File: config.mk
export PLATFORM = sky130hd
export DESIGN_NAME = millivolt_seven_segment_scanner_unit
export DESIGN_NICKNAME = d
export VERILOG_FILES = /design/src/sv/mvss_pkg.sv /design/src/sv/mvss_scale.sv /design/src/sv/mvss_digit.sv /design/src/sv/millivolt_seven_segment_scanner_unit.sv
export SDC_FILE = /design/constraint.sdc
export NUM_CORES = 1
export LEC_CHECK = 0
export ABC_AREA = 0
export BUFFER_PORTS_ARGS = -buffer_cell sky130_fd_sc_hd__buf_2
export CORE_UTILIZATION = 40
export CTS_CLUSTER_SIZE = 10
export DETAILED_ROUTE_END_ITERATION = 7
export PLACE_DENSITY_LB_ADDON = 0.3
export REMOVE_ABC_BUFFERS = 1
export SLEW_MARGIN = 20
export SYNTH_ARGS = -nofsm -noshare
export SYNTH_HDL_FRONTEND = slang
export SYNTH_HIERARCHICAL = 1
export SYNTH_SLANG_ARGS = --single-unit
export TNS_END_PERCENT = 30
File: constraint.sdc
create_clock -name clk -period 9.5 [get_ports clk]
set_input_delay 1.9 -clock clk [delete_from_list [all_inputs] [get_ports clk]]
set_output_delay 1.9 -clock clk [all_outputs]
set_load 0.01 [all_outputs]
File: src/sv/mvss_pkg.sv
// Shared types, constants and lookup functions for the millivolt seven-segment scanner.
`default_nettype none

package mvss_pkg;

  // Field widths
  localparam int SampleBits = 10;
  localparam int RefBits    = 14;
  localparam int MvBits     = 14;
  localparam int ProdBits   = SampleBits + RefBits;

  // Largest value the four digits can show
  localparam logic [MvBits-1:0] MvMax = MvBits'(9999);

  // Constant division by 10^k: floor(x / d) = (x * m) >> RecipShift for x < 2^MvBits
  localparam int RecipBits  = 29;
  localparam int RecipShift = 28;
  localparam int MulBits    = RecipBits + MvBits;

  // Display constants
  localparam logic [7:0] DpBit   = 8'h80;
  localparam logic [1:0] DpDigit = 2'd2;
  localparam logic [3:0] DigitMax = 4'd9;

  typedef enum logic {
    ActSample = 1'b0,
    ActTick   = 1'b1
  } action_t;

  typedef struct packed {
    action_t               action;
    logic [SampleBits-1:0] sample;
  } in_item_t;

  typedef struct packed {
    logic [7:0] segments_n;
    logic [3:0] digit_enable;
    logic [1:0] digit_index;
  } out_item_t;

  // Scaled value of the frame and the digit slot it is shown in
  typedef struct packed {
    logic [MvBits-1:0] mv;
    logic [1:0]        pos;
  } mv_item_t;

  // Reciprocal of the place value of the digit (1000, 100, 10, 1)
  function automatic logic [RecipBits-1:0] recip_lo(input logic [1:0] pos);
    logic [RecipBits-1:0] m;
    unique case (pos)
      2'd0:    m = RecipBits'(268436);      // 1000
      2'd1:    m = RecipBits'(2684355);     // 100
      2'd2:    m = RecipBits'(26843546);    // 10
      default: m = RecipBits'(268435456);   // 1, exact
    endcase
    return m;
  endfunction

  // Reciprocal of ten times the place value (10000, 1000, 100, 10)
  function automatic logic [RecipBits-1:0] recip_hi(input logic [1:0] pos);
    logic [RecipBits-1:0] m;
    unique case (pos)
      2'd0:    m = RecipBits'(26844);       // 10000
      2'd1:    m = RecipBits'(268436);      // 1000
      2'd2:    m = RecipBits'(2684355);     // 100
      default: m = RecipBits'(26843546);    // 10
    endcase
    return m;
  endfunction

  // 0-9 font, active high, bit0 = a through bit6 = g
  function automatic logic [7:0] glyph(input logic [3:0] digit);
    logic [7:0] seg;
    unique case (digit)
      4'd0:    seg = 8'h3F;
      4'd1:    seg = 8'h06;
      4'd2:    seg = 8'h5B;
      4'd3:    seg = 8'h4F;
      4'd4:    seg = 8'h66;
      4'd5:    seg = 8'h6D;
      4'd6:    seg = 8'h7D;
      4'd7:    seg = 8'h07;
      4'd8:    seg = 8'h7F;
      default: seg = 8'h6F;   // nine; larger codes are clamped before this
    endcase
    return seg;
  endfunction

endpackage

`default_nettype wire

File: src/sv/mvss_scale.sv
// Input register, reference register, sample/slot state and millivolt scaling stage.
`default_nettype none

module mvss_scale (
  input  wire logic                        clk,
  input  wire logic                        rst_n,
  // Item input
  input  wire logic                        in_valid,
  output logic                             in_ready,
  input  wire mvss_pkg::in_item_t          in_data,
  // Reference write
  input  wire logic                        cfg_valid,
  input  wire logic [mvss_pkg::RefBits-1:0] cfg_reference_millivolts,
  // Scaled value toward the digit stages
  output logic                             mv_valid,
  input  wire logic                        mv_ready,
  output mvss_pkg::mv_item_t               mv_data
);
  import mvss_pkg::*;

  logic                  item_valid_r;
  in_item_t              item_r;
  logic [RefBits-1:0]    ref_r;
  logic [SampleBits-1:0] latest_sample_r;
  logic [MvBits-1:0]     frame_r;
  logic [1:0]            slot_r;
  logic                  mv_valid_r;
  mv_item_t              mv_r;

  logic                  is_tick;
  logic                  mv_load;
  logic                  item_done;
  logic [ProdBits-1:0]   prod;
  logic [MvBits-1:0]     mv_full;
  logic [MvBits-1:0]     mv_sat;
  mv_item_t              mv_nxt;

  // Handshake: a sample finishes at once, a tick needs room in the next stage
  assign is_tick   = (item_r.action == ActTick);
  assign mv_load   = !mv_valid_r || mv_ready;
  assign item_done = item_valid_r && (!is_tick || mv_load);
  assign in_ready  = !item_valid_r || item_done;

  // Scale latest sample by the reference and saturate to four digits
  assign prod    = ProdBits'(latest_sample_r) * ProdBits'(ref_r);
  assign mv_full = prod[ProdBits-1:SampleBits];
  assign mv_sat  = (mv_full > MvMax) ? MvMax : mv_full;

  // Slot 0 takes the freshly scaled value, other slots reuse the latched frame
  always_comb begin
    mv_nxt.pos = slot_r;
    mv_nxt.mv  = (slot_r == 2'd0) ? mv_sat : frame_r;
  end

  // Control state
  always_ff @(posedge clk) begin
    if (!rst_n) begin
      item_valid_r    <= 1'b0;
      mv_valid_r      <= 1'b0;
      ref_r           <= RefBits'(1100);
      latest_sample_r <= '0;
      frame_r         <= '0;
      slot_r          <= 2'd0;
    end else begin
      if (cfg_valid) begin
        ref_r <= cfg_reference_millivolts;
      end
      if (in_ready) begin
        item_valid_r <= in_valid;
      end
      if (mv_load) begin
        mv_valid_r <= item_valid_r && is_tick;
      end
      if (item_done) begin
        if (is_tick) begin
          slot_r <= slot_r + 2'd1;
          if (slot_r == 2'd0) begin
            frame_r <= mv_sat;
          end
        end else begin
          latest_sample_r <= item_r.sample;
        end
      end
    end
  end

  // Payload registers
  always_ff @(posedge clk) begin
    if (in_valid && in_ready) begin
      item_r <= in_data;
    end
    if (mv_load) begin
      mv_r <= mv_nxt;
    end
  end

  assign mv_valid = mv_valid_r;
  assign mv_data  = mv_r;

endmodule

`default_nettype wire

File: src/sv/mvss_digit.sv
// Digit extraction by constant reciprocals, font lookup and the result register.
`default_nettype none

module mvss_digit (
  input  wire logic               clk,
  input  wire logic               rst_n,
  // Scaled value from the scaling stage
  input  wire logic               mv_valid,
  output logic                    mv_ready,
  input  wire mvss_pkg::mv_item_t mv_data,
  // Result output
  output logic                    out_valid,
  input  wire logic               out_ready,
  output mvss_pkg::out_item_t     out_data
);
  import mvss_pkg::*;

  logic              q_valid_r;
  logic [MvBits-1:0] q_lo_r;
  logic [MvBits-1:0] q_hi_r;
  logic [1:0]        q_pos_r;
  logic              out_valid_r;
  out_item_t         out_r;

  logic               q_load;
  logic               out_load;
  logic [MulBits-1:0] prod_lo;
  logic [MulBits-1:0] prod_hi;
  logic [MvBits-1:0]  hi_x10;
  logic [MvBits-1:0]  diff;
  logic [3:0]         digit;
  logic [7:0]         seg;
  out_item_t          out_nxt;

  assign out_load = !out_valid_r || out_ready;
  assign q_load   = !q_valid_r || out_load;
  assign mv_ready = q_load;

  // Quotients by the place value and by ten times the place value
  assign prod_lo = MulBits'(mv_data.mv) * MulBits'(recip_lo(mv_data.pos));
  assign prod_hi = MulBits'(mv_data.mv) * MulBits'(recip_hi(mv_data.pos));

  // Digit = q_lo - 10 * q_hi, clamped to nine
  assign hi_x10 = (q_hi_r << 3) + (q_hi_r << 1);
  assign diff   = q_lo_r - hi_x10;
  assign digit  = (diff > MvBits'(DigitMax)) ? DigitMax : diff[3:0];

  // Font, decimal point on the third digit, active-low drive
  always_comb begin
    seg = glyph(digit);
    if (q_pos_r == DpDigit) begin
      seg = seg | DpBit;
    end
    out_nxt.segments_n   = ~seg;
    out_nxt.digit_enable = 4'b0001 << q_pos_r;
    out_nxt.digit_index  = q_pos_r;
  end

  // Control state
  always_ff @(posedge clk) begin
    if (!rst_n) begin
      q_valid_r   <= 1'b0;
      out_valid_r <= 1'b0;
    end else begin
      if (q_load) begin
        q_valid_r <= mv_valid;
      end
      if (out_load) begin
        out_valid_r <= q_valid_r;
      end
    end
  end

  // Payload registers
  always_ff @(posedge clk) begin
    if (q_load) begin
      q_lo_r  <= prod_lo[RecipShift +: MvBits];
      q_hi_r  <= prod_hi[RecipShift +: MvBits];
      q_pos_r <= mv_data.pos;
    end
    if (out_load) begin
      out_r <= out_nxt;
    end
  end

  assign out_valid = out_valid_r;
  assign out_data  = out_r;

endmodule

`default_nettype wire

File: src/sv/millivolt_seven_segment_scanner_unit.sv
// Millivolt seven-segment scanner: converter sample scaling and four-digit display scan.
//
// Input channel (in_valid/in_ready/in_data): action 0 stores a converter
// sample and gives no result; action 1 is a display slot tick and gives one
// result. At slot 0 the tick latches floor(sample * reference / 1024),
// saturated to 9999; each tick then shows one digit, thousands first.
// Output channel (out_valid/out_ready/out_data): active-low segments with the
// point lit on the third digit, a one-hot digit enable and the digit index.
// Config channel (cfg_valid/cfg_ready): writes the reference in millivolts;
// cfg_ready is always high. Write it only while no item is in flight.
// Path: a tick passes through the input, scale, quotient and result registers
// in that order. Throughput is one item per cycle while the receiver is ready;
// each stage has its own valid bit, so bubbles are squeezed out and a stalled
// receiver only holds the result register until the stages behind it fill.
// Reset: slot 0, stored sample and latched frame zero, reference 1100 mV,
// pipeline empty.
`default_nettype none

module millivolt_seven_segment_scanner_unit (
  input  wire logic                         clk,
  input  wire logic                         rst_n,
  input  wire logic                         in_valid,
  output logic                              in_ready,
  input  wire mvss_pkg::in_item_t           in_data,
  output logic                              out_valid,
  input  wire logic                         out_ready,
  output mvss_pkg::out_item_t               out_data,
  input  wire logic                         cfg_valid,
  output logic                              cfg_ready,
  input  wire logic [mvss_pkg::RefBits-1:0] cfg_reference_millivolts
);
  import mvss_pkg::*;

  logic     mv_valid;
  logic     mv_ready;
  mv_item_t mv_data;

  assign cfg_ready = 1'b1;

  // Sample store, slot counter and scaling
  mvss_scale u_scale (
    .clk                      (clk),
    .rst_n                    (rst_n),
    .in_valid                 (in_valid),
    .in_ready                 (in_ready),
    .in_data                  (in_data),
    .cfg_valid                (cfg_valid),
    .cfg_reference_millivolts (cfg_reference_millivolts),
    .mv_valid                 (mv_valid),
    .mv_ready                 (mv_ready),
    .mv_data                  (mv_data)
  );

  // Digit split and segment encode
  mvss_digit u_digit (
    .clk       (clk),
    .rst_n     (rst_n),
    .mv_valid  (mv_valid),
    .mv_ready  (mv_ready),
    .mv_data   (mv_data),
    .out_valid (out_valid),
    .out_ready (out_ready),
    .out_data  (out_data)
  );

endmodule

`default_nettype wire
==> results_dict.tcl, run 1 <==
set metrics [dict create \
    max_cap_viol_count 0 \
    yosysMostFrequentCell "inv_1" \
    ir_worst_vdd_v 0.0000925 \
    startpoint_type "register" \
    grt_pass1_wl_mm 113 \
    power.leakage_nw 16.3 \
    clock_sinks 112 \
    async_reset_ff_share_pct 0 \
    cp.required_ns 9.61 \
    end_kind "register" \
    antenna_found_initial 2 \
    vias 18600 \
    dr.pass1.iters 5 \
    path_buf_inv 5 \
    worst_pin_slew_ns 1.07 \
    area_growth_pct 5.33 \
    synth_top_area_cell "fa_1" \
    syn_area_um2 27600 \
    cts_tree "built" \
    min_path_type "reg2reg" \
    crit_family "adder cells" \
    crit_arrival_ns 8.26 \
    clock.fmax_mhz 123 \
    cts_hold_buffers 0 \
    synth-seq-cells 112 \
    synth_area_per_cell_um2 9.89 \
    die_area_um2 70200 \
    worstSetupPathType "reg2reg" \
    setup-tns-final_ns 0 \
    ys_seq_area_share_pct 10.6 \
    setup-violations-final 0 \
    avgViaCountPerCell 5.05 \
    dieWidth_um 265 \
    fill_cells 6738 \
    ios 47 \
    cts-root-buf "clkbuf_16" \
    cts_buffers 9 \
    cts_repair_resize_count 0 \
    layout_setup_ws_ns 1.34 \
    grt_max_degree 29 \
    final_hold_viol_count 0 \
    syn_inst 2796 \
    wire_per_inst_um 18.9 \
    postCtsSetupBuffers 0 \
    cp_cell_sequence "inv_1, ha_1, nand2_1, inv_1, nor2_1, inv_1, fa_1, fa_1, inv_1, fa_1, fa_1, fa_1, inv_1, fa_1, ha_1, nand4_1, nor4_1, and3_1, o31a_1, o21ai_1, a211oi_1, o2111a_1, a211oi_1" \
    portBuffers 45 \
    drive_gt1_share_pct 4.56 \
    place_inst 3672 \
    place.gp.congestion 0.938 \
    synth_common_cells "inv_1 (740), fa_1 (541), ha_1 (410), nand2_1 (183), and2_1 (120)" \
    initial_core_util_pct 40.4 \
    ant_nets 0 \
    cp_common_cell "fa_1" \
    cp_slowest_cell "edfxtp_1" \
    drt-initial-drc-count 1254 \
    cts_htree_levels 3 \
    final_cells 3689 \
    rows 96 \
    synth_edf_count 68 \
    outcome "finished clean" \
    drc 0 \
    clock_skew_ns 0.0117 \
    chipHeight_um 265 \
    grt-ovfl-total 0 \
    slew_viol_final 0 \
    clk_pin_slew_ns 0.08 \
    crit_fanout 14 \
    netlist_top_cells_area "fa_1 (39%), ha_1 (19%), inv_1 (10%), edfxtp_1 (7.4%), dfxtp_1 (3.2%)" \
    place_ws_ns 1.44 \
    rsz0062_at_grt "false" \
    core-area_um2 68500 \
    grt_pass1_vias 20100 \
    clk_path_buf_depth 2 \
    max_stage_delay_ns 0.58 \
    wl_mm 69.8 \
    final_nets 3782 \
    yosys_warnings 6 \
    yosysTopAreaCellShare_pct 39.2 \
    finalCritPeriodShare_pct 85.8 \
    clock_latency_ns 0.37 \
    slew_headroom_pct 28.6 \
    ys.flop_type "edfxtp_1" \
    synth.distinct_cells 88 \
    worst_hold_slack_ns 0.459 \
    period_needed_ns 8.16 \
    grt_use_total_pct 20.8 \
    dpl.hpwl_mm 60.3 \
    p_per_area_nw_per_um2 100 \
]
-- registers in the layout, summed over array words and instances (netlist names) --
signal and flops:
u_digit/out_data 14, u_digit/out_valid 1, u_digit/q_hi_r 11, u_digit/q_lo_r 14, u_digit/q_pos_r 2, u_digit/q_valid_r 1
u_scale/frame_r 14, u_scale/is_tick 1, u_scale/item_r 10, u_scale/item_valid_r 1, u_scale/latest_sample_r 10, u_scale/mv_data 16
u_scale/mv_valid 1, u_scale/ref_r 14, u_scale/slot_r 2
-- cell type report --
class / instances / area, µm² / share of cell area (%)
diodes: 1 / 2.50 / 0.00860
clock buffers: 12 / 268 / 0.920
clock inverters: 4 / 40.0 / 0.138
inverters: 741 / 2780 / 9.55
multi-input cells: 1879 / 21700 / 74.4
flip-flops and latches: 112 / 2920 / 10.0
well taps: 882 / 1100 / 3.79
repair buffers: 58 / 323 / 1.11
-- report_power, final --
| part | total, W | switching [W] | internal, W |
|---|---|---|---|
| combinational | 0.00190 | 0.00112 | 0.000778 |
| clock | 0.000398 | 0.000191 | 0.000207 |
| sequential | 0.000628 | 0.0000717 | 0.000556 |
| total | 0.00293 | 0.00138 | 0.00154 |
-- layout by cell type, fill, tap and decap left out, drive strengths merged, types with 7 or more instances in the layout --
cell type,netlist,final
a211oi,15,15
a21o,37,37
a21oi,84,84
a31oi,15,15
and2,126,126
and3,22,22
buf,6,58
clkbuf,58,12
dfxtp,44,44
edfxtp,68,68
fa,541,541
ha,410,410
inv,740,743
mux2i,23,23
nand2,184,184
nand2b,24,24
nand3,23,23
nand4,17,17
nor2,63,63
nor2b,60,60
nor3,14,14
o211ai,13,13
o21a,9,9
o21ai,46,46
o21bai,7,7
or2,12,12
xnor2,34,34
xor2,12,12
-- per-layer routing --
metal  track usage, %  part of all wire (%)  up-vias
met5                0                     0        -
met4             5.56                   3.0        0
met3             3.53                   5.8      122
met2             34.5                    46      502
met1             28.2                    45     9278
li1                 -                     -     8710
-- worst reg2reg max path, stage by stage (launching register included) --
cell,delay (ns)
edfxtp_1,0.58
inv_1,0.34
ha_1,0.51
nand2_1,0.18
inv_1,0.53
nor2_1,0.22
inv_1,0.28
fa_1,0.50
fa_1,0.56
inv_1,0.05
fa_1,0.51
fa_1,0.45
fa_1,0.51
inv_1,0.05
fa_1,0.39
ha_1,0.32
nand4_1,0.22
nor4_1,0.45
and3_1,0.23
o31a_1,0.24
o21ai_1,0.16
a211oi_1,0.38
o2111a_1,0.22
a211oi_1,0.04
-- cells by family (layout without fill, tap and decap cells) --
group,count (synthesis),in the layout,share of synthesized area [%]
buffers and inverters,805,815,11.0
adder cells (fa/ha/maj),951,951,57.7
other,1,2,0.0136
multiplexers,28,28,1.04
AO/OA/AOI/OAI,292,292,7.46
flip-flops,112,112,10.6
AND/OR/NAND/NOR,560,560,10.6
XOR/XNOR,47,47,1.57
-- stage by stage --
stage	instance area (µm²)	utilization [%]	total power, W
global route	29100	42.5	0.00329
floorplan	27400	-	0.00202
finish	29100	42.5	0.00293
CTS	29100	42.5	0.00296
detailed placement	28800	42.1	0.00253
global placement	28800	42.1	0.00252
-- path summary, 6_finish.rpt --
path | startpoint | to | slack (ns) | cells past startpoint
setup / recovery | u_scale/mv_data[0] | u_digit/q_hi_r[10] | 1.34 | 23
hold / removal | u_scale/frame_r[12] | u_scale/frame_r[12] | 0.46 | 2
setup reg to reg | u_scale/mv_data[0] | u_digit/q_hi_r[10] | 1.34 | 23
hold reg to reg | u_scale/frame_r[12] | u_scale/frame_r[12] | 0.46 | 2
(Power assumes the default switching activity.)
==> run 2: changes to the inputs <==
--- a/config.mk
+++ b/config.mk
@@ -7,6 +7,7 @@
 export LEC_CHECK = 0
 export ABC_AREA = 0
 export BUFFER_PORTS_ARGS = -buffer_cell sky130_fd_sc_hd__buf_2
+export CORE_ASPECT_RATIO = 1.1
 export CORE_UTILIZATION = 40
 export CTS_CLUSTER_SIZE = 10
 export DETAILED_ROUTE_END_ITERATION = 7
@@ -15,6 +16,5 @@
 export SLEW_MARGIN = 20
 export SYNTH_ARGS = -nofsm -noshare
 export SYNTH_HDL_FRONTEND = slang
-export SYNTH_HIERARCHICAL = 1
 export SYNTH_SLANG_ARGS = --single-unit
 export TNS_END_PERCENT = 30
==> run 2 against run 1 <==
Sequential cell count unchanged. Sequential power about the same. Highest routed layer unchanged. Critical path type unchanged. Clock skew up 0.0031 ns. Worst setup slack worse by 0.45 ns.
==> results_dict.tcl, run 2 <==
set metrics [dict create \
    setup-violations-final 0 \
    worst_hold_slack_ns 0.472 \
    hold_path_depth 2 \
    syn_area_um2 26900 \
    final_common_cell "inv_1" \
    mostFrequentLayoutCells "inv_1 (734), fa_1 (541), ha_1 (410)" \
    clock_skew_ns 0.0148 \
    synthMuxAreaShare_pct 0.600 \
    dr_wl_met3_mm 3.21 \
    worstSetupPathType "reg2reg" \
    drc 0 \
    postCtsSetupBuffers 0 \
    grt_use_total_pct 21.8 \
    rsz0062_at_grt "false" \
    synth_compound_area_share_pct 6.63 \
    grt_pass1_wl_mm 114 \
    cts_htree_levels 3 \
    drive_gt1_share_pct 3.68 \
    cts_hold_buffers 0 \
    ant_nets 0 \
    cts_repair_resize_count 0 \
    final_nets 3697 \
    crit_fanout 14 \
    clock_sinks 112 \
    wl_met2_mm 36.5 \
    die_area_um2 68300 \
    synth_top_family_by_area "adder cells" \
    final_util_pct 42.8 \
    min_path_type "reg2reg" \
    clock.fmax_mhz 116 \
    yosys.area_share.xor_xnor_pct 1.63 \
    grt_max_degree 46 \
    synth-seq-cells 112 \
    outcome "finished clean" \
    finalCritPeriodShare_pct 90.5 \
    dpl.hpwl_mm 62.1 \
    clk_pin_slew_ns 0.09 \
    slew_viol_final 0 \
    yosysMostFrequentCell "inv_1" \
    yosysTopAreaCellShare_pct 40.3 \
    area_growth_pct 5.72 \
    portBuffers 45 \
    place.gp.congestion 0.965 \
    wl_met1_mm 28.3 \
    dr.pass1.iters 7 \
    ir_worst_vdd_v 0.0000913 \
    grt_pass1_vias 20500 \
    wire_per_inst_um 19.8 \
    finalPower_w 0.00276 \
    vias 18100 \
    avgViaCountPerCell 5.06 \
    async_reset_ff_share_pct 0 \
    p_per_area_nw_per_um2 97.2 \
    synth_edf_count 68 \
    cts-root-buf "clkbuf_16" \
    chipHeight_um 274 \
    core-area_um2 66400 \
    largest_register_ffs 16 \
    cp.required_ns 9.63 \
    setup-tns-final_ns 0 \
    slew_headroom_pct 33.2 \
    cts_tree "built" \
    period_needed_ns 8.60 \
    synth.distinct_cells 75 \
    final_hold_viol_count 0 \
    wl_mm 71.0 \
    cts_buffers 9 \
    drt-initial-drc-count 824 \
    clk_path_buf_depth 2 \
    crit_arrival_ns 8.73 \
    worst_pin_slew_ns 1.00 \
    diodes 0 \
    rows 99 \
    synth_top_area_cell "fa_1" \
    synthAdderAreaFrac_pct 59.3 \
    power.leakage_nw 15.7 \
    synth-simple-area-share_pct 9.77 \
    yosys_warnings 0 \
    clock_latency_ns 0.39 \
    end_kind "register" \
    grt-ovfl-total 0 \
    syn_inst 2699 \
    synth_area_per_cell_um2 9.97 \
    ys.flop_type "edfxtp_1" \
    netlist_top_cells_area "fa_1 (40%), ha_1 (19%), inv_1 (10%), edfxtp_1 (7.6%), dfxtp_1 (3.3%)" \
    rr_worst_depth 22 \
    ys_seq_area_share_pct 10.9 \
    antenna_found_initial 1 \
    startpoint_type "register" \
    initial_core_util_pct 40.5 \
    highest_layer "met4" \
    dieWidth_um 249 \
    max_cap_viol_count 0 \
    ios 47 \
    synth_common_cells "inv_1 (734), fa_1 (541), ha_1 (410), nand2_1 (184), and2_1 (120)" \
]
==> run 2: critical path: stages (launching register included) <==
cell and delay, ns:
edfxtp_1 0.59, clkinv_1 0.40, ha_1 0.51, nand2_1 0.25, inv_1 0.33, fa_1 0.54, fa_1 0.57, inv_1 0.07
fa_1 0.48, fa_1 0.55, inv_1 0.05, fa_1 0.50, fa_1 0.43, ha_1 0.32, a222oi_1 0.40, nand3_1 0.12
a221oi_1 0.21, o21ai_0 0.31, a311oi_1 0.64, a21oi_1 0.28, a22o_1 0.33, a221o_1 0.31, xor2_1 0.14
==> run 2: path summary, 6_finish.rpt <==
kind	startpoint	endpoint	slack, ns
hold / removal	u_scale.frame_r[11]	u_scale.frame_r[11]	0.47
hold reg to reg	u_scale.frame_r[11]	u_scale.frame_r[11]	0.47
setup / recovery	u_scale.mv_data[0]	u_digit.q_lo_r[13]	0.90
setup reg to reg	u_scale.mv_data[0]	u_digit.q_lo_r[13]	0.90
==> run 2: per-stage QoR <==
step | std cells | setup WS [ns] | cell area, µm²
global route | 3579 | 0.456 | 28400
floorplan | 2638 | 2.22 | 26700
CTS | 3579 | 0.865 | 28400
detailed placement | 3563 | 0.898 | 28100
finish | 3579 | 0.899 | 28400
global placement | 3563 | 1.02 | 28100
==> run 2: cell families (layout without fill, tap and decap cells) <==
family,Yosys count,count (layout)
AO/OA/AOI/OAI,257,257
XOR/XNOR,50,50
AND/OR/NAND/NOR,516,516
buffers and inverters,796,818
flip-flops,112,112
multiplexers,16,16
adder cells (fa/ha/maj),951,951
other,1,1
==> run 2: area by class of cell <==
type / count / area (µm²)
Fill cell: 6410 / 38000
Multi-Input combinational cell: 1791 / 21000
Sequential cell: 112 / 2920
Inverter: 735 / 2760
Tap cell: 858 / 1070
Timing Repair Buffer: 67 / 390
Clock buffer: 11 / 264
Clock inverter: 5 / 55.1
==> run 2: metal layers <==
metal  global-route usage, %  vias up
met5                       0        -
met4                    7.86        0
met3                    3.30      130
met2                    40.1      463
met1                    25.8     9169
li1                        -     8333
==> run 2: power by group <==
part | switching, W | internal [W] | total (W)
Sequential | 0.0000746 | 0.000553 | 0.000628
Clock | 0.000200 | 0.000208 | 0.000408
Combinational | 0.00102 | 0.000711 | 0.00173
Total | 0.00129 | 0.00147 | 0.00276
